<file path="src/rtl/core/fce_pkg.sv">
package fce_pkg;

  // Bus operations on the input channel
  typedef enum logic [2:0] {
    OP_STATUS    = 3'd0,
    OP_DATA_RD   = 3'd1,
    OP_DATA_WR   = 3'd2,
    OP_TERM_CNT  = 3'd3,
    OP_INT_QUERY = 3'd4
  } op_t;

  typedef enum logic [1:0] {
    PH_CMD = 2'd0,
    PH_EXE = 2'd1,
    PH_RES = 2'd2
  } phase_t;

  // Command codes (low five bits of the first command byte)
  localparam logic [4:0] CMD_SPECIFY   = 5'h03;
  localparam logic [4:0] CMD_READ_DATA = 5'h06;
  localparam logic [4:0] CMD_RECAL     = 5'h07;
  localparam logic [4:0] CMD_SENSE_INT = 5'h08;
  localparam logic [4:0] CMD_READ_ID   = 5'h0A;
  localparam logic [4:0] CMD_SEEK      = 5'h0F;

  // Main status bits
  localparam logic [7:0] MS_RQM = 8'h80;
  localparam logic [7:0] MS_DIO = 8'h40;
  localparam logic [7:0] MS_EXM = 8'h20;
  localparam logic [7:0] MS_CB  = 8'h10;
  localparam logic [7:0] MS_DRV = 8'h0F;

  // ST0 bits
  localparam logic [7:0] ST0_SE = 8'h20;
  localparam logic [7:0] ST0_HD = 8'h04;

  localparam int CMD_DEPTH = 9;
  localparam int RES_DEPTH = 7;
  localparam int ADDR_W    = 20;
  localparam int LBA_W     = 16;

  typedef logic [7:0] byte_t;

  function automatic logic [3:0] cmd_length(input logic [4:0] code);
    logic [3:0] len;
    unique case (code) inside
      5'h06, 5'h0C, 5'h05, 5'h09, 5'h02, 5'h11, 5'h19, 5'h1D: len = 4'd9;
      5'h0D:                                                  len = 4'd6;
      5'h03, 5'h0F:                                           len = 4'd3;
      5'h0A, 5'h07, 5'h04:                                    len = 4'd2;
      default:                                                len = 4'd1;
    endcase
    return len;
  endfunction

endpackage

</file>
<file path="src/rtl/core/fce_if.sv">
interface fce_in_if;
  logic       valid;
  logic       ready;
  logic [2:0] operation;
  logic [7:0] write_byte;
  logic [7:0] disk_byte;
  logic       clear_interrupt;

  modport source (output valid, operation, write_byte, disk_byte, clear_interrupt,
                  input ready);
  modport sink   (input valid, operation, write_byte, disk_byte, clear_interrupt,
                  output ready);
endinterface

interface fce_out_if;
  logic        valid;
  logic        ready;
  logic [7:0]  read_value;
  logic        interrupt_answer;
  logic [19:0] disk_address;
  logic        disk_address_valid;

  modport source (output valid, read_value, interrupt_answer, disk_address,
                  disk_address_valid, input ready);
  modport sink   (input valid, read_value, interrupt_answer, disk_address,
                  disk_address_valid, output ready);
endinterface

</file>
<file path="src/rtl/core/floppy_controller_command_engine_top.sv">
// Single-drive floppy controller command engine (765 style).
// in_ch carries one bus access per item: status read, data register read
// or write, terminal count or interrupt query. out_ch returns exactly one
// item per input item, in order: the byte read, the interrupt answer and
// the disk image byte address for the next execution-phase read.
// Both channels use valid/ready; an item moves when both are high.
// Pipeline: input register -> controller state update -> sector number
// multiply -> byte address multiply and output register.
// Throughput is one item per cycle while out_ch is not stalled; the four
// stages all advance together.
// When out_ch stalls, the whole pipe holds and in_ch.ready drops in the
// same cycle, so nothing is lost or repeated. The host returns the image
// byte for the last address it saw as disk_byte on a later read.
// Reset (rst_n low, synchronous) empties the pipe, puts the controller in
// command phase with RQM set, drive on track 0, no interrupt pending.
module floppy_controller_command_engine_top #(
  parameter int TRACK_COUNT       = 80,
  parameter int SECTORS_PER_TRACK = 9,
  parameter int SECTOR_BYTES      = 512
) (
  input  logic          clk,
  input  logic          rst_n,
  fce_in_if.sink        in_ch,
  fce_out_if.source     out_ch
);

  localparam int POS_W     = $clog2(SECTOR_BYTES);
  localparam int SIZE_CODE = $clog2(SECTOR_BYTES / 128 + 1) - 1;
  localparam int PROD_W    = fce_pkg::LBA_W + POS_W + 1;

  // Stage advance: whole pipe moves unless the output item is stalled
  logic adv;
  logic out_valid_r;
  assign adv         = !out_valid_r || out_ch.ready;
  assign in_ch.ready = adv;

  // ---------------- stage 0: input register ----------------
  logic             v0_r;
  fce_pkg::op_t     op0_r;
  fce_pkg::byte_t   wb0_r;
  fce_pkg::byte_t   disk0_r;
  logic             clr0_r;

  always_ff @(posedge clk) begin
    if (!rst_n) begin
      v0_r <= 1'b0;
    end else if (adv) begin
      v0_r <= in_ch.valid;
    end
    if (adv) begin
      op0_r   <= fce_pkg::op_t'(in_ch.operation);
      wb0_r   <= in_ch.write_byte;
      disk0_r <= in_ch.disk_byte;
      clr0_r  <= in_ch.clear_interrupt;
    end
  end

  // ---------------- controller state ----------------
  fce_pkg::phase_t phase_r, phase_nxt;
  fce_pkg::byte_t  cmd_r [fce_pkg::CMD_DEPTH];
  fce_pkg::byte_t  cmd_nxt [fce_pkg::CMD_DEPTH];
  logic [3:0]      cnt_r, cnt_nxt;
  logic [3:0]      clen_r, clen_nxt;
  fce_pkg::byte_t  res_r [fce_pkg::RES_DEPTH];
  fce_pkg::byte_t  res_nxt [fce_pkg::RES_DEPTH];
  logic [2:0]      ridx_r, ridx_nxt;
  logic [2:0]      rlen_r, rlen_nxt;
  fce_pkg::byte_t  ms_r, ms_nxt;
  fce_pkg::byte_t  st0_r, st0_nxt;       // ST1/ST2 stay zero, ST3 is never read back
  fce_pkg::byte_t  trk_r, trk_nxt;
  fce_pkg::byte_t  sec_r, sec_nxt;
  logic [POS_W-1:0] pos_r, pos_nxt;
  logic            int_r, int_nxt;

  fce_pkg::byte_t  rv;
  logic            ia;

  // Combinational step scratch
  fce_pkg::byte_t  view [fce_pkg::CMD_DEPTH];
  logic [3:0]      widx;
  logic [3:0]      cnt_inc;
  logic [3:0]      len_eff;
  logic            do_seek;
  fce_pkg::byte_t  seek_trk;
  logic            head;
  logic            valid_now;
  logic [POS_W:0]  pos_inc;
  logic [8:0]      sec_inc;
  logic [2:0]      ridx_inc;

  assign valid_now = (trk_r < 8'(TRACK_COUNT)) && (sec_r != 8'd0) &&
                     (sec_r <= 8'(SECTORS_PER_TRACK));

  always_comb begin
    phase_nxt = phase_r;
    cmd_nxt   = cmd_r;
    cnt_nxt   = cnt_r;
    clen_nxt  = clen_r;
    res_nxt   = res_r;
    ridx_nxt  = ridx_r;
    rlen_nxt  = rlen_r;
    ms_nxt    = ms_r;
    st0_nxt   = st0_r;
    trk_nxt   = trk_r;
    sec_nxt   = sec_r;
    pos_nxt   = pos_r;
    int_nxt   = int_r;
    rv        = 8'd0;
    ia        = 1'b0;
    do_seek   = 1'b0;
    seek_trk  = 8'd0;
    pos_inc   = {1'b0, pos_r} + (POS_W+1)'(1);
    sec_inc   = {1'b0, sec_r} + 9'd1;
    ridx_inc  = ridx_r + 3'd1;

    // Command buffer as it looks with the incoming byte written
    widx    = (cnt_r > 4'd8) ? 4'd0 : cnt_r;
    view    = cmd_r;
    view[widx] = wb0_r;
    head    = view[1][2];
    cnt_inc = widx + 4'd1;
    len_eff = (widx == 4'd0) ? fce_pkg::cmd_length(wb0_r[4:0]) : clen_r;

    case (op0_r)
      fce_pkg::OP_STATUS: begin
        ms_nxt = ms_r | fce_pkg::MS_RQM;
        rv     = ms_nxt;
      end
      fce_pkg::OP_DATA_RD: begin
        if (phase_r == fce_pkg::PH_EXE) begin
          rv = valid_now ? disk0_r : 8'd0;
          if (pos_inc >= (POS_W+1)'(SECTOR_BYTES)) begin
            pos_nxt = '0;
            sec_nxt = sec_inc[7:0];
            if (sec_inc > 9'(SECTORS_PER_TRACK)) begin
              phase_nxt = fce_pkg::PH_RES;
              ms_nxt    = ms_r & ~fce_pkg::MS_EXM;
            end
          end else begin
            pos_nxt = pos_inc[POS_W-1:0];
          end
        end else if (phase_r == fce_pkg::PH_RES) begin
          if (ridx_r != 3'd7) begin
            rv = res_r[ridx_r];
          end
          ridx_nxt = ridx_inc;
          if (ridx_inc == rlen_r || rlen_r == 3'd0) begin
            phase_nxt = fce_pkg::PH_CMD;
            ms_nxt    = ms_r & ~(fce_pkg::MS_DIO | fce_pkg::MS_CB);
          end
        end
      end
      fce_pkg::OP_DATA_WR: begin
        if (phase_r == fce_pkg::PH_CMD) begin
          cmd_nxt  = view;
          clen_nxt = len_eff;
          cnt_nxt  = cnt_inc;
          if (cnt_inc >= len_eff) begin
            cnt_nxt = 4'd0;
            case (view[0][4:0])
              fce_pkg::CMD_READ_DATA: begin
                res_nxt[0] = st0_r;
                res_nxt[1] = 8'd0;
                res_nxt[2] = 8'd0;
                res_nxt[3] = trk_r;
                res_nxt[4] = view[3];
                res_nxt[5] = view[4];
                res_nxt[6] = 8'(SIZE_CODE);
                rlen_nxt   = 3'd7;
                ridx_nxt   = 3'd0;
                int_nxt    = 1'b1;
                sec_nxt    = view[4];
                pos_nxt    = '0;
                ms_nxt     = ms_r | fce_pkg::MS_DIO | fce_pkg::MS_EXM;
                phase_nxt  = fce_pkg::PH_EXE;
              end
              fce_pkg::CMD_READ_ID: begin
                res_nxt[0] = st0_r;
                res_nxt[1] = 8'd0;
                res_nxt[2] = 8'd0;
                res_nxt[3] = trk_r;
                res_nxt[4] = {7'd0, head};
                res_nxt[5] = 8'd1;
                res_nxt[6] = 8'(SIZE_CODE);
                rlen_nxt   = 3'd7;
                ridx_nxt   = 3'd0;
                int_nxt    = 1'b1;
                ms_nxt     = ms_r | fce_pkg::MS_DIO;
                phase_nxt  = fce_pkg::PH_RES;
              end
              fce_pkg::CMD_RECAL: begin
                do_seek  = 1'b1;
                seek_trk = 8'd0;
              end
              fce_pkg::CMD_SEEK: begin
                do_seek  = 1'b1;
                seek_trk = view[2];
              end
              fce_pkg::CMD_SENSE_INT: begin
                res_nxt[0] = st0_r;
                res_nxt[1] = trk_r;
                rlen_nxt   = 3'd2;
                ridx_nxt   = 3'd0;
                st0_nxt    = 8'd0;
                ms_nxt     = (ms_r & ~fce_pkg::MS_DRV) | fce_pkg::MS_DIO;
                phase_nxt  = fce_pkg::PH_RES;
              end
              fce_pkg::CMD_SPECIFY: begin
                ms_nxt = ms_r & ~fce_pkg::MS_CB;
              end
              default: ;
            endcase
            if (do_seek) begin
              trk_nxt = seek_trk;
              st0_nxt = (head ? (st0_r | fce_pkg::ST0_HD) : (st0_r & ~fce_pkg::ST0_HD))
                        | fce_pkg::ST0_SE;
              ms_nxt  = ms_r | (8'd1 << view[1][1:0]);
              int_nxt = 1'b1;
            end
          end
        end
      end
      fce_pkg::OP_TERM_CNT: begin
        if (phase_r == fce_pkg::PH_EXE) begin
          phase_nxt = fce_pkg::PH_RES;
          ms_nxt    = ms_r & ~fce_pkg::MS_EXM;
          int_nxt   = 1'b1;
        end
      end
      fce_pkg::OP_INT_QUERY: begin
        if (int_r) begin
          ia = 1'b1;
          if (clr0_r) begin
            int_nxt = 1'b0;
          end
        end
      end
      default: ;
    endcase
  end

  logic step;
  assign step = adv && v0_r;

  always_ff @(posedge clk) begin
    if (!rst_n) begin
      phase_r <= fce_pkg::PH_CMD;
      cnt_r   <= 4'd0;
      clen_r  <= 4'd9;
      ridx_r  <= 3'd0;
      rlen_r  <= 3'd0;
      ms_r    <= fce_pkg::MS_RQM;
      st0_r   <= 8'd0;
      trk_r   <= 8'd0;
      sec_r   <= 8'd0;
      pos_r   <= '0;
      int_r   <= 1'b0;
    end else if (step) begin
      phase_r <= phase_nxt;
      cnt_r   <= cnt_nxt;
      clen_r  <= clen_nxt;
      ridx_r  <= ridx_nxt;
      rlen_r  <= rlen_nxt;
      ms_r    <= ms_nxt;
      st0_r   <= st0_nxt;
      trk_r   <= trk_nxt;
      sec_r   <= sec_nxt;
      pos_r   <= pos_nxt;
      int_r   <= int_nxt;
    end
    if (step) begin
      cmd_r <= cmd_nxt;
      res_r <= res_nxt;
    end
  end

  // ---------------- stage 1: post-step snapshot ----------------
  logic             v1_r;
  fce_pkg::byte_t   rv1_r;
  logic             ia1_r;
  fce_pkg::byte_t   trk1_r;
  logic             head1_r;
  fce_pkg::byte_t   sec1_r;
  logic [POS_W-1:0] pos1_r;

  always_ff @(posedge clk) begin
    if (!rst_n) begin
      v1_r <= 1'b0;
    end else if (adv) begin
      v1_r <= v0_r;
    end
    if (adv) begin
      rv1_r   <= rv;
      ia1_r   <= ia;
      trk1_r  <= trk_nxt;
      head1_r <= cmd_nxt[1][2];
      sec1_r  <= sec_nxt;
      pos1_r  <= pos_nxt;
    end
  end

  // ---------------- stage 2: sector number ----------------
  logic                     v2_r;
  fce_pkg::byte_t           rv2_r;
  logic                     ia2_r;
  logic [fce_pkg::LBA_W-1:0] lba2_r;
  logic [POS_W-1:0]         pos2_r;
  logic                     av2_r;
  logic [fce_pkg::LBA_W-1:0] lba;
  logic                     av1;

  assign lba = fce_pkg::LBA_W'({trk1_r, head1_r}) * fce_pkg::LBA_W'(SECTORS_PER_TRACK)
               + fce_pkg::LBA_W'(sec1_r) - fce_pkg::LBA_W'(1);
  assign av1 = (trk1_r < 8'(TRACK_COUNT)) && (sec1_r != 8'd0) &&
               (sec1_r <= 8'(SECTORS_PER_TRACK));

  always_ff @(posedge clk) begin
    if (!rst_n) begin
      v2_r <= 1'b0;
    end else if (adv) begin
      v2_r <= v1_r;
    end
    if (adv) begin
      rv2_r  <= rv1_r;
      ia2_r  <= ia1_r;
      lba2_r <= lba;
      pos2_r <= pos1_r;
      av2_r  <= av1;
    end
  end

  // ---------------- stage 3: byte address, output register ----------------
  logic [PROD_W-1:0]          addr_full;
  fce_pkg::byte_t             rv3_r;
  logic                       ia3_r;
  logic [fce_pkg::ADDR_W-1:0] addr3_r;
  logic                       av3_r;

  assign addr_full = PROD_W'(lba2_r) * PROD_W'(SECTOR_BYTES) + PROD_W'(pos2_r);

  always_ff @(posedge clk) begin
    if (!rst_n) begin
      out_valid_r <= 1'b0;
    end else if (adv) begin
      out_valid_r <= v2_r;
    end
    if (adv) begin
      rv3_r   <= rv2_r;
      ia3_r   <= ia2_r;
      addr3_r <= av2_r ? addr_full[fce_pkg::ADDR_W-1:0] : '0;
      av3_r   <= av2_r;
    end
  end

  assign out_ch.valid              = out_valid_r;
  assign out_ch.read_value         = rv3_r;
  assign out_ch.interrupt_answer   = ia3_r;
  assign out_ch.disk_address       = addr3_r;
  assign out_ch.disk_address_valid = av3_r;

`ifndef SYNTH
  // EXM is set exactly while the execution phase runs
  a_exm_phase: assert property (@(posedge clk) disable iff (!rst_n)
    ((ms_r & fce_pkg::MS_EXM) != 8'd0) == (phase_r == fce_pkg::PH_EXE))
    else $error("EXM out of step with phase");

  // DIO is set in execution and result phases only
  a_dio_phase: assert property (@(posedge clk) disable iff (!rst_n)
    ((ms_r & fce_pkg::MS_DIO) != 8'd0) == (phase_r != fce_pkg::PH_CMD))
    else $error("DIO out of step with phase");

  // Result phase never runs past the end of the result bytes
  a_res_index: assert property (@(posedge clk) disable iff (!rst_n)
    (phase_r == fce_pkg::PH_RES) |-> (ridx_r < rlen_r))
    else $error("result index past result length");

  // Command byte count stays below the command length
  a_cmd_count: assert property (@(posedge clk) disable iff (!rst_n)
    cnt_r < clen_r)
    else $error("command count reached command length");
`endif

endmodule
</file>
<file path="src/flat_wrapper.sv">
// flat-port wrapper written by rule: the top's interface ports become plain ports
module floppy_controller_command_engine_top_flat 
#(
  parameter int TRACK_COUNT       = 80,
  parameter int SECTORS_PER_TRACK = 9,
  parameter int SECTOR_BYTES      = 512
)
  (clk, rst_n, in_ch_valid, in_ch_operation, in_ch_write_byte, in_ch_disk_byte, in_ch_clear_interrupt, in_ch_ready, out_ch_valid, out_ch_read_value, out_ch_interrupt_answer, out_ch_disk_address, out_ch_disk_address_valid, out_ch_ready);
  fce_in_if in_ch_i ();
  fce_out_if out_ch_i ();
  input  logic clk;
  input  logic rst_n;
  input wire logic [$bits(in_ch_i.valid)-1:0] in_ch_valid;
  input wire logic [$bits(in_ch_i.operation)-1:0] in_ch_operation;
  input wire logic [$bits(in_ch_i.write_byte)-1:0] in_ch_write_byte;
  input wire logic [$bits(in_ch_i.disk_byte)-1:0] in_ch_disk_byte;
  input wire logic [$bits(in_ch_i.clear_interrupt)-1:0] in_ch_clear_interrupt;
  output wire logic [$bits(in_ch_i.ready)-1:0] in_ch_ready;
  output wire logic [$bits(out_ch_i.valid)-1:0] out_ch_valid;
  output wire logic [$bits(out_ch_i.read_value)-1:0] out_ch_read_value;
  output wire logic [$bits(out_ch_i.interrupt_answer)-1:0] out_ch_interrupt_answer;
  output wire logic [$bits(out_ch_i.disk_address)-1:0] out_ch_disk_address;
  output wire logic [$bits(out_ch_i.disk_address_valid)-1:0] out_ch_disk_address_valid;
  input wire logic [$bits(out_ch_i.ready)-1:0] out_ch_ready;
  assign in_ch_i.valid = in_ch_valid;
  assign in_ch_i.operation = in_ch_operation;
  assign in_ch_i.write_byte = in_ch_write_byte;
  assign in_ch_i.disk_byte = in_ch_disk_byte;
  assign in_ch_i.clear_interrupt = in_ch_clear_interrupt;
  assign in_ch_ready = in_ch_i.ready;
  assign out_ch_valid = out_ch_i.valid;
  assign out_ch_read_value = out_ch_i.read_value;
  assign out_ch_interrupt_answer = out_ch_i.interrupt_answer;
  assign out_ch_disk_address = out_ch_i.disk_address;
  assign out_ch_disk_address_valid = out_ch_i.disk_address_valid;
  assign out_ch_i.ready = out_ch_ready;
  floppy_controller_command_engine_top #(.TRACK_COUNT(TRACK_COUNT), .SECTORS_PER_TRACK(SECTORS_PER_TRACK), .SECTOR_BYTES(SECTOR_BYTES)) u_core (.clk(clk), .rst_n(rst_n), .in_ch(in_ch_i), .out_ch(out_ch_i));
endmodule
</file>
<file path="config.mk">
export PLATFORM = sky130hd
export DESIGN_NAME = floppy_controller_command_engine_top_flat
export DESIGN_NICKNAME = d
export VERILOG_FILES = /design/src/rtl/core/fce_pkg.sv /design/src/rtl/core/fce_if.sv /design/src/rtl/core/floppy_controller_command_engine_top.sv /design/src/flat_wrapper.sv
export SDC_FILE = /design/constraint.sdc
export NUM_CORES = 1
export LEC_CHECK = 0
export ABC_AREA = 1
export ABC_CLOCK_PERIOD_IN_PS = 17960
export BUFFER_PORTS_ARGS = -buffer_cell sky130_fd_sc_hd__buf_2
export CORE_ASPECT_RATIO = 0.5
export CORE_MARGIN = 2
export CORE_UTILIZATION = 40
export CTS_CLUSTER_SIZE = 12
export DETAILED_ROUTE_END_ITERATION = 12
export MAX_ROUTING_LAYER = met4
export PLACE_DENSITY = 0.64
export SYNTH_ARGS = -nofsm -noshare
export SYNTH_HDL_FRONTEND = slang
export SYNTH_SLANG_ARGS = --single-unit
</file>
<file path="constraint.sdc">
create_clock -name clk -period 17.96 [get_ports clk]
set_input_delay 1.796 -clock clk [delete_from_list [all_inputs] [get_ports clk]]
set_output_delay 1.796 -clock clk [all_outputs]
set_load 0.01 [all_outputs]
</file>
==> results.ini, run 1 <==
[yosys]
netlist_area_um2 = 11600
synthCells = 1224
avgSynthCellArea_um2 = 9.52
yosys_warnings = 0
ys_seq_elements = 235
synthArstFlopShare_pct = 0
seq_area_frac_synth_pct = 55.9
yosysUniqueCellTypes = 54
syn_nets = 1296
synth_edf_count = 181
synthFlopType = edfxtp_1

[setup_path]
r2r_slack_ps = 13370
required_ps = 18110
crit_arrival_ps = 4740
critPathKind = flip-flop to flip-flop
rr_worst_depth = 17
endpoint_kind = flip-flop
r2r_start = u_core.cnt_r[0]
rr_endpoint = u_core.res_r[43]
crit_fanout = 22
crit_path_start_kind = flip-flop

[routing]
drtAntennaViolNets = 0
drt_wl_total_mm = 27.0
avgViaCountPerCell = 5.04
drt_iter0_markers = 991
wire_per_inst_um = 16.0
routed.top_layer = met4
firstDrtPassIters = 5
wl_met1_mm = 13.0
routed-wl-met2_mm = 11.8
drc = 0
wl_met3_mm = 1.66
dr_total_vias = 8490

[layout]
layout_common_cells = 223 x nand2_1, 199 x inv_1, 181 x edfxtp_1
flow.area_growth_from_synthesis_pct = 11.8
mostFrequentLayoutCell = nand2_1
multi_input_area_um2 = 4190
finalNetCount = 1350
drive_above_1_share_pct = 11.8
antenna_cells = 0
final_core_util_pct = 45.2
regArea_um2 = 6520
n_fill_cell = 2725

[cts]
post_cts_resized = 0
clockBufferDepth = 3
post_cts_buffers = 0
ctsRootBufferMaster = clkbuf_16
cts_tree = yes
clk_latency_ps = 530
clock-sinks = 235
clk_pin_slew_worst_paths_ps = 60
numCtsBuffers = 24
hold_buffers = 0
htreeDepth = 1

[worst_hold_path]
holdPathEnd = u_core.out_ch.interrupt_answer
whs_path_depth = 0
worstHoldStart = u_core.ia2_r
hold_class = flip-flop to flip-flop

[timing]
max_freq_mhz = 218
fin_tns_setup_ps = 0
clock_skew_ps = 10.6
relSlewSlack_pct = 29.7
setup_slack_ps = 13370
rsz0062_at_grt = false
setup_viol = 0
tightest_slew_ps = 1050
fin_crit_sh_pct = 25.6
slew_violations = 0
min_period_ps = 4590
hold_violations = 0

[flow_run]
drv_cap = 0

[place]
hpwl_mm = 19.2
port_buffers = 55
place.gp.congestion = 0.899
place_ws_ps = 13080

[global_route]
antenna_found_initial = 0
grt_pass1_wl_mm = 43.6
grt_pass1_vias = 8085
grt-ovfl-total = 0
grt_max_degree = 83
grt_usage_pct = 18.4

[floorplan]
die_w_um = 245
core_um2 = 28800
die_area_um2 = 30600
die_h_um = 125
start_util_pct = 40.4
rows = 44
ios = 56

[outcome]
outcome = finished clean

[power]
p_leak_nw = 5.76
ir_worst_vdd_v = 0.0000704
power_density_nw_per_um2 = 99.8

## state kept, by name, summed over array words and instances, names as in the netlist, 3 cells and up
name / cells
u_core.pos1_r: 9
u_core.cmd_r: 32
u_core.op0_r: 3
u_core.trk_r: 8
u_core.lba2_r: 11
u_core.pos_r: 9
u_core.cnt_r: 4
u_core.out_ch.disk_address: 20
u_core.sec_r: 8
u_core.trk1_r: 8
u_core.out_ch.read_value: 8
u_core.ms_r: 7
u_core.res_r: 34
u_core.pos2_r: 9
u_core.sec1_r: 8
u_core.ridx_r: 3
u_core.wb0_r: 8
u_core.clen_r: 4
u_core.rv1_r: 8
u_core.rv2_r: 8
u_core.disk0_r: 8
## critical path, cell delays in order (launching register included)
cell     delay (ps)
dfxtp_1         360
inv_1            70
nor2_1          180
inv_1           130
ha_1            270
nand3_2         310
inv_2           110
nand4_1         130
o21ai_0         100
ha_1            310
nand2_1          50
inv_1            40
nand2_1          70
nand2_1         630
nand2_1         300
nor3_1          270
inv_1           100
a21oi_1         770
## cells in the mapped netlist, types with 9 or more instances
| master | instances | area, µm² |
|---|---|---|
| nand3_2 | 12 | 120 |
| dfxtp_1 | 54 | 1080 |
| nand2_2 | 19 | 119 |
| ha_1 | 34 | 425 |
| nor2_1 | 113 | 424 |
| a21oi_1 | 64 | 320 |
| xor2_1 | 9 | 78.8 |
| o21ai_1 | 18 | 90.1 |
| clkbuf_1 | 20 | 75.1 |
| inv_2 | 9 | 33.8 |
| nand3_1 | 49 | 245 |
| edfxtp_1 | 181 | 5440 |
| nand4_1 | 25 | 156 |
| inv_1 | 200 | 751 |
| nand2_1 | 223 | 837 |
| fa_1 | 14 | 280 |
| o21ai_0 | 83 | 415 |
| nor3_1 | 18 | 90.1 |
## where the power goes
group | switching, mW | internal [mW] | leakage, nW
Sequential | 0.0218 | 0.635 | 2.30
Clock | 0.203 | 0.268 | 0.351
Combinational | 0.106 | 0.0652 | 3.11
Total | 0.331 | 0.968 | 5.76
## layer usage
layer	GRT usage [%]	vias up
met2	27.3	240
met5	-	-
met1	26.3	4035
li1	-	4178
met4	3.89	0
met3	3.25	37
## kinds of logic (layout without fill, tap and decap cells)
family	Yosys count	count (layout)	share of synthesized area, %
simple gates	480	480	18.9
compound gates	203	203	9.77
buf+inv	243	314	8.16
flops	235	235	55.9
fa+ha+maj	48	48	6.06
xor+xnor	14	14	1.05
mux	1	1	0.0859
## through the flow
step                      area, µm²  std cells  power (mW)  hold slack (ps)
after detailed placement      12300       1643       0.840              405
after global routing          13000       1686        1.37              423
after floorplan               11600       1224       0.792              400
after CTS                     13000       1686        1.32              413
final                         13000       1686        1.30              418
after global placement        12300       1643       0.835              401
## worst max path at each step
| stage | start | endpoint | depth (start not counted) | slack [ps] |
|---|---|---|---|---|
| 2_1_floorplan | out_ch_ready | u_core.res_r[10] | 7 | 10920 |
| 3_3_place_gp | out_ch_ready | u_core.ms_r[6] | 11 | 13260 |
| 3_5_place_dp | out_ch_ready | u_core.ridx_r[0] | 10 | 13080 |
| 4_1_cts | u_core.cnt_r[0] | u_core.res_r[43] | 17 | 13360 |
| 5_1_grt | u_core.cnt_r[0] | u_core.res_r[43] | 17 | 12880 |
| 6_report | u_core.cnt_r[0] | u_core.res_r[43] | 17 | 13370 |
## cell type report
| type | count | area share (%) |
|---|---|---|
| clock buffers | 40 | 5.46 |
| clock inverters | 3 | 0.0960 |
| inverters | 210 | 6.09 |
| multi-input cells | 746 | 32.1 |
| flip-flops and latches | 235 | 50.0 |
| well taps | 391 | 3.75 |
| repair buffers | 61 | 2.46 |
Power figures use the tool's default switching activity.
==> inputs of run 2 (changes only) <==
--- a/config.mk
+++ b/config.mk
@@ -6,7 +6,7 @@
 export NUM_CORES = 1
 export LEC_CHECK = 0
 export ABC_AREA = 1
-export ABC_CLOCK_PERIOD_IN_PS = 17960
+export ABC_CLOCK_PERIOD_IN_PS = 4700
 export BUFFER_PORTS_ARGS = -buffer_cell sky130_fd_sc_hd__buf_2
 export CORE_ASPECT_RATIO = 0.5
 export CORE_MARGIN = 2
==> constraint.sdc (replaced) <==
create_clock -name clk -period 4.7 [get_ports clk]
set_input_delay 0.47 -clock clk [delete_from_list [all_inputs] [get_ports clk]]
set_output_delay 0.47 -clock clk [all_outputs]
set_load 0.01 [all_outputs]
==> run 2 against run 1 <==
Net effect: sequential power increased to 3.8 times the previous value; clock power increased to 3.8 times the previous value; register-to-register slack got worse by 12000 ps; worst setup slack got worse by 12000 ps; cell count up 0.30%; hold slack worse by 310 ps; critical path type unchanged.
==> results.ini, run 2 (synthesis gave the netlist of run 1 again) <==
[outcome]
outcome = finished clean

[cts]
clk_pin_slew_worst_paths_ps = 60  ; about the same
clock-sinks = 235  ; unchanged
numCtsBuffers = 24  ; unchanged
clockBufferDepth = 3  ; unchanged
htreeDepth = 1  ; unchanged
ctsRootBufferMaster = clkbuf_16
clk_latency_ps = 530  ; about the same
post_cts_buffers = 0  ; unchanged
hold_buffers = 0  ; unchanged
cts_tree = yes
post_cts_resized = 0  ; unchanged

[layout]
fin_area_um2 = 13100  ; +0.30%
layout_common_cells = 223 x nand2_1, 199 x inv_1, 181 x edfxtp_1
flow.area_growth_from_synthesis_pct = 12.2
drive_above_1_share_pct = 12.2  ; +0.34 points
antenna_cells = 0  ; unchanged
final_core_util_pct = 45.3  ; +0.13 points
largest_reg_flops = 34  ; unchanged
n_fill_cell = 2727  ; +0.073%
mostFrequentLayoutCell = nand2_1
finalNetCount = 1355  ; +0.37%
largest_register = u_core.res_r

[worst_hold_path]
hold_class = input port to flip-flop
worstHoldStart = in_ch_disk_byte[0]
whs_path_depth = 1  ; +1
holdPathEnd = u_core.disk0_r[0]

[timing]
fin_tns_setup_ps = 0  ; unchanged
max_freq_mhz = 279  ; +28%
relSlewSlack_pct = 46.8  ; +17 points
hold_violations = 0  ; unchanged
tightest_slew_ps = 798  ; -256 ps
setup_viol = 0  ; unchanged
clock_skew_ps = 22.1  ; +11.6 ps
min_period_ps = 3580  ; -1010 ps
rsz0062_at_grt = false
fin_crit_sh_pct = 76.3  ; +51 points
slew_violations = 0  ; unchanged

[routing]
routed.top_layer = met4
drc = 0  ; unchanged
wl_met3_mm = 1.73  ; +4.1%
drt_iter0_markers = 737  ; -26%
wl_met1_mm = 12.8  ; -1.7%
routed-wl-met2_mm = 11.3  ; -3.9%
drt_wl_total_mm = 26.6  ; -1.5%
dr_total_vias = 8404  ; -1.0%
avgViaCountPerCell = 4.97  ; -1.3%
drtAntennaViolNets = 0  ; unchanged
firstDrtPassIters = 5  ; unchanged
wire_per_inst_um = 15.7  ; -1.8%

[place]
dpl_cell_area_um2 = 12300  ; +0.31%
port_buffers = 55  ; unchanged
place.gp.congestion = 0.941  ; +4.7%
hpwl_mm = 19.2  ; about the same

[setup_path]
endpoint_kind = flip-flop
critPathKind = flip-flop to flip-flop
cp.buffers_inverters = 7  ; +2
rr_endpoint = u_core.res_r[16]
cp_cell_sequence = inv_1 > nor2_1 > inv_1 > ha_1 > nand3_2 > inv_2 > nand4_1 > o21ai_0 > ha_1 > nand2_1 > inv_1 > nand2_1 > nand2_1 > buf_4 > nand2_1 > nor3_1 > inv_1 > a21oi_2 > buf_4
crit_arrival_ps = 3790  ; -950 ps
crit_fanout = 24  ; +9.1%
r2r_start = u_core.cnt_r[0]
crit_slowest_cell = dfxtp_1
r2r_slack_ps = 1120  ; -12250 ps
slowest_delay_ps = 360  ; -410 ps
crit_family = simple AND/OR/NAND/NOR gates
rr_worst_depth = 19  ; +2
required_ps = 4910  ; -13200 ps
crit_path_start_kind = flip-flop

[floorplan]
ios = 56  ; unchanged
core_um2 = 28800  ; unchanged
die_area_um2 = 30600  ; unchanged
rows = 44  ; unchanged
die_h_um = 125  ; unchanged
die_w_um = 245  ; unchanged
start_util_pct = 40.4  ; unchanged

[power]
ir_worst_vdd_v = 0.000225  ; +220%
netSwitchingPower_mw = 1.26  ; +280%
p_sw_share_pct = 25.4  ; -0.14 points
combPwrFrac_pct = 13.4  ; +0.2 points
power_density_nw_per_um2 = 380  ; +280%
seqPwrFrac_pct = 50.5  ; about the same
p_leak_nw = 5.78  ; +0.37%
internal_power_mw = 3.71  ; +280%
p_clk_share_pct = 36.1  ; -0.2 points

[global_route]
grt_usage_pct = 18.2  ; -0.18 points
grt_max_degree = 61  ; -27%
grt_pass1_wl_mm = 42.7  ; -1.9%
grt_pass1_vias = 8113  ; +0.35%
antenna_found_initial = 1  ; +1
grt-ovfl-total = 0  ; unchanged

[flow_run]
drv_cap = 0  ; unchanged

run 2: cell count changes in the layout (fill, tap and decap cells not counted):
cell,change
clkinv_1,-2
buf_4,+5
clkinvlp_4,+1
inv_4,-1
clkbuf_1,+2
run 2: layout make-up:
cell class / count / area (µm²) / area share [%]
Clock buffer: 42 / 719 / 5.51
Clock inverter: 1 / 5.00 / 0.0383
Inverter: 210 / 795 / 6.08
Multi-Input combinational cell: 746 / 4190 / 32.0
Sequential cell: 235 / 6520 / 49.9
Tap cell: 391 / 489 / 3.74
Timing Repair Buffer: 66 / 358 / 2.74
run 2: worst max path at each step:
stage	from	endpoint	slack [ps]	cells past startpoint
2_1_floorplan	out_ch_ready	u_core.res_r[10]	350	7
3_3_place_gp	u_core.cnt_r[0]	u_core.res_r[14]	1280	19
3_5_place_dp	u_core.cnt_r[0]	u_core.res_r[22]	1140	19
4_1_cts	u_core.cnt_r[0]	u_core.res_r[16]	1130	19
5_1_grt	u_core.cnt_r[0]	u_core.res_r[24]	800	19
6_report	u_core.cnt_r[0]	u_core.res_r[16]	1120	19
run 2: metrics by stage:
stage               total power, mW  std cells  hold slack [ps]  worst slack [ps]
global route                   5.23       1691             91.8               795
detailed placement             3.22       1648              405              1140
floorplan                      3.03       1224              400               349
global placement               3.19       1648              401              1280
CTS                            5.03       1691             91.6              1130
finish                         4.97       1691              111              1120
run 2: worst reg2reg max path: stages, from the launching register on:
cell	delay (ps)
dfxtp_1	360
inv_1	70
nor2_1	190
inv_1	130
ha_1	260
nand3_2	290
inv_2	100
nand4_1	120
o21ai_0	110
ha_1	320
nand2_1	60
inv_1	40
nand2_1	60
nand2_1	60
buf_4	240
nand2_1	160
nor3_1	210
inv_1	90
a21oi_2	100
buf_4	300
run 2: metal layers:
layer | vias to the layer above | global-route usage, %
met3 | 49 | 3.25
li1 | 4184 | -
met1 | 3924 | 25.9
met2 | 247 | 26.6
met5 | - | -
met4 | 0 | 5.31
run 2: power by group through the flow:
stage,clock (mW),sequential (mW),combinational (mW)
6_report,1.80,2.51,0.664
3_5_place_dp,0,2.55,0.667
2_1_floorplan,0,2.54,0.487
4_1_cts,1.84,2.51,0.672
5_1_grt,1.94,2.53,0.765
3_3_place_gp,0,2.55,0.642
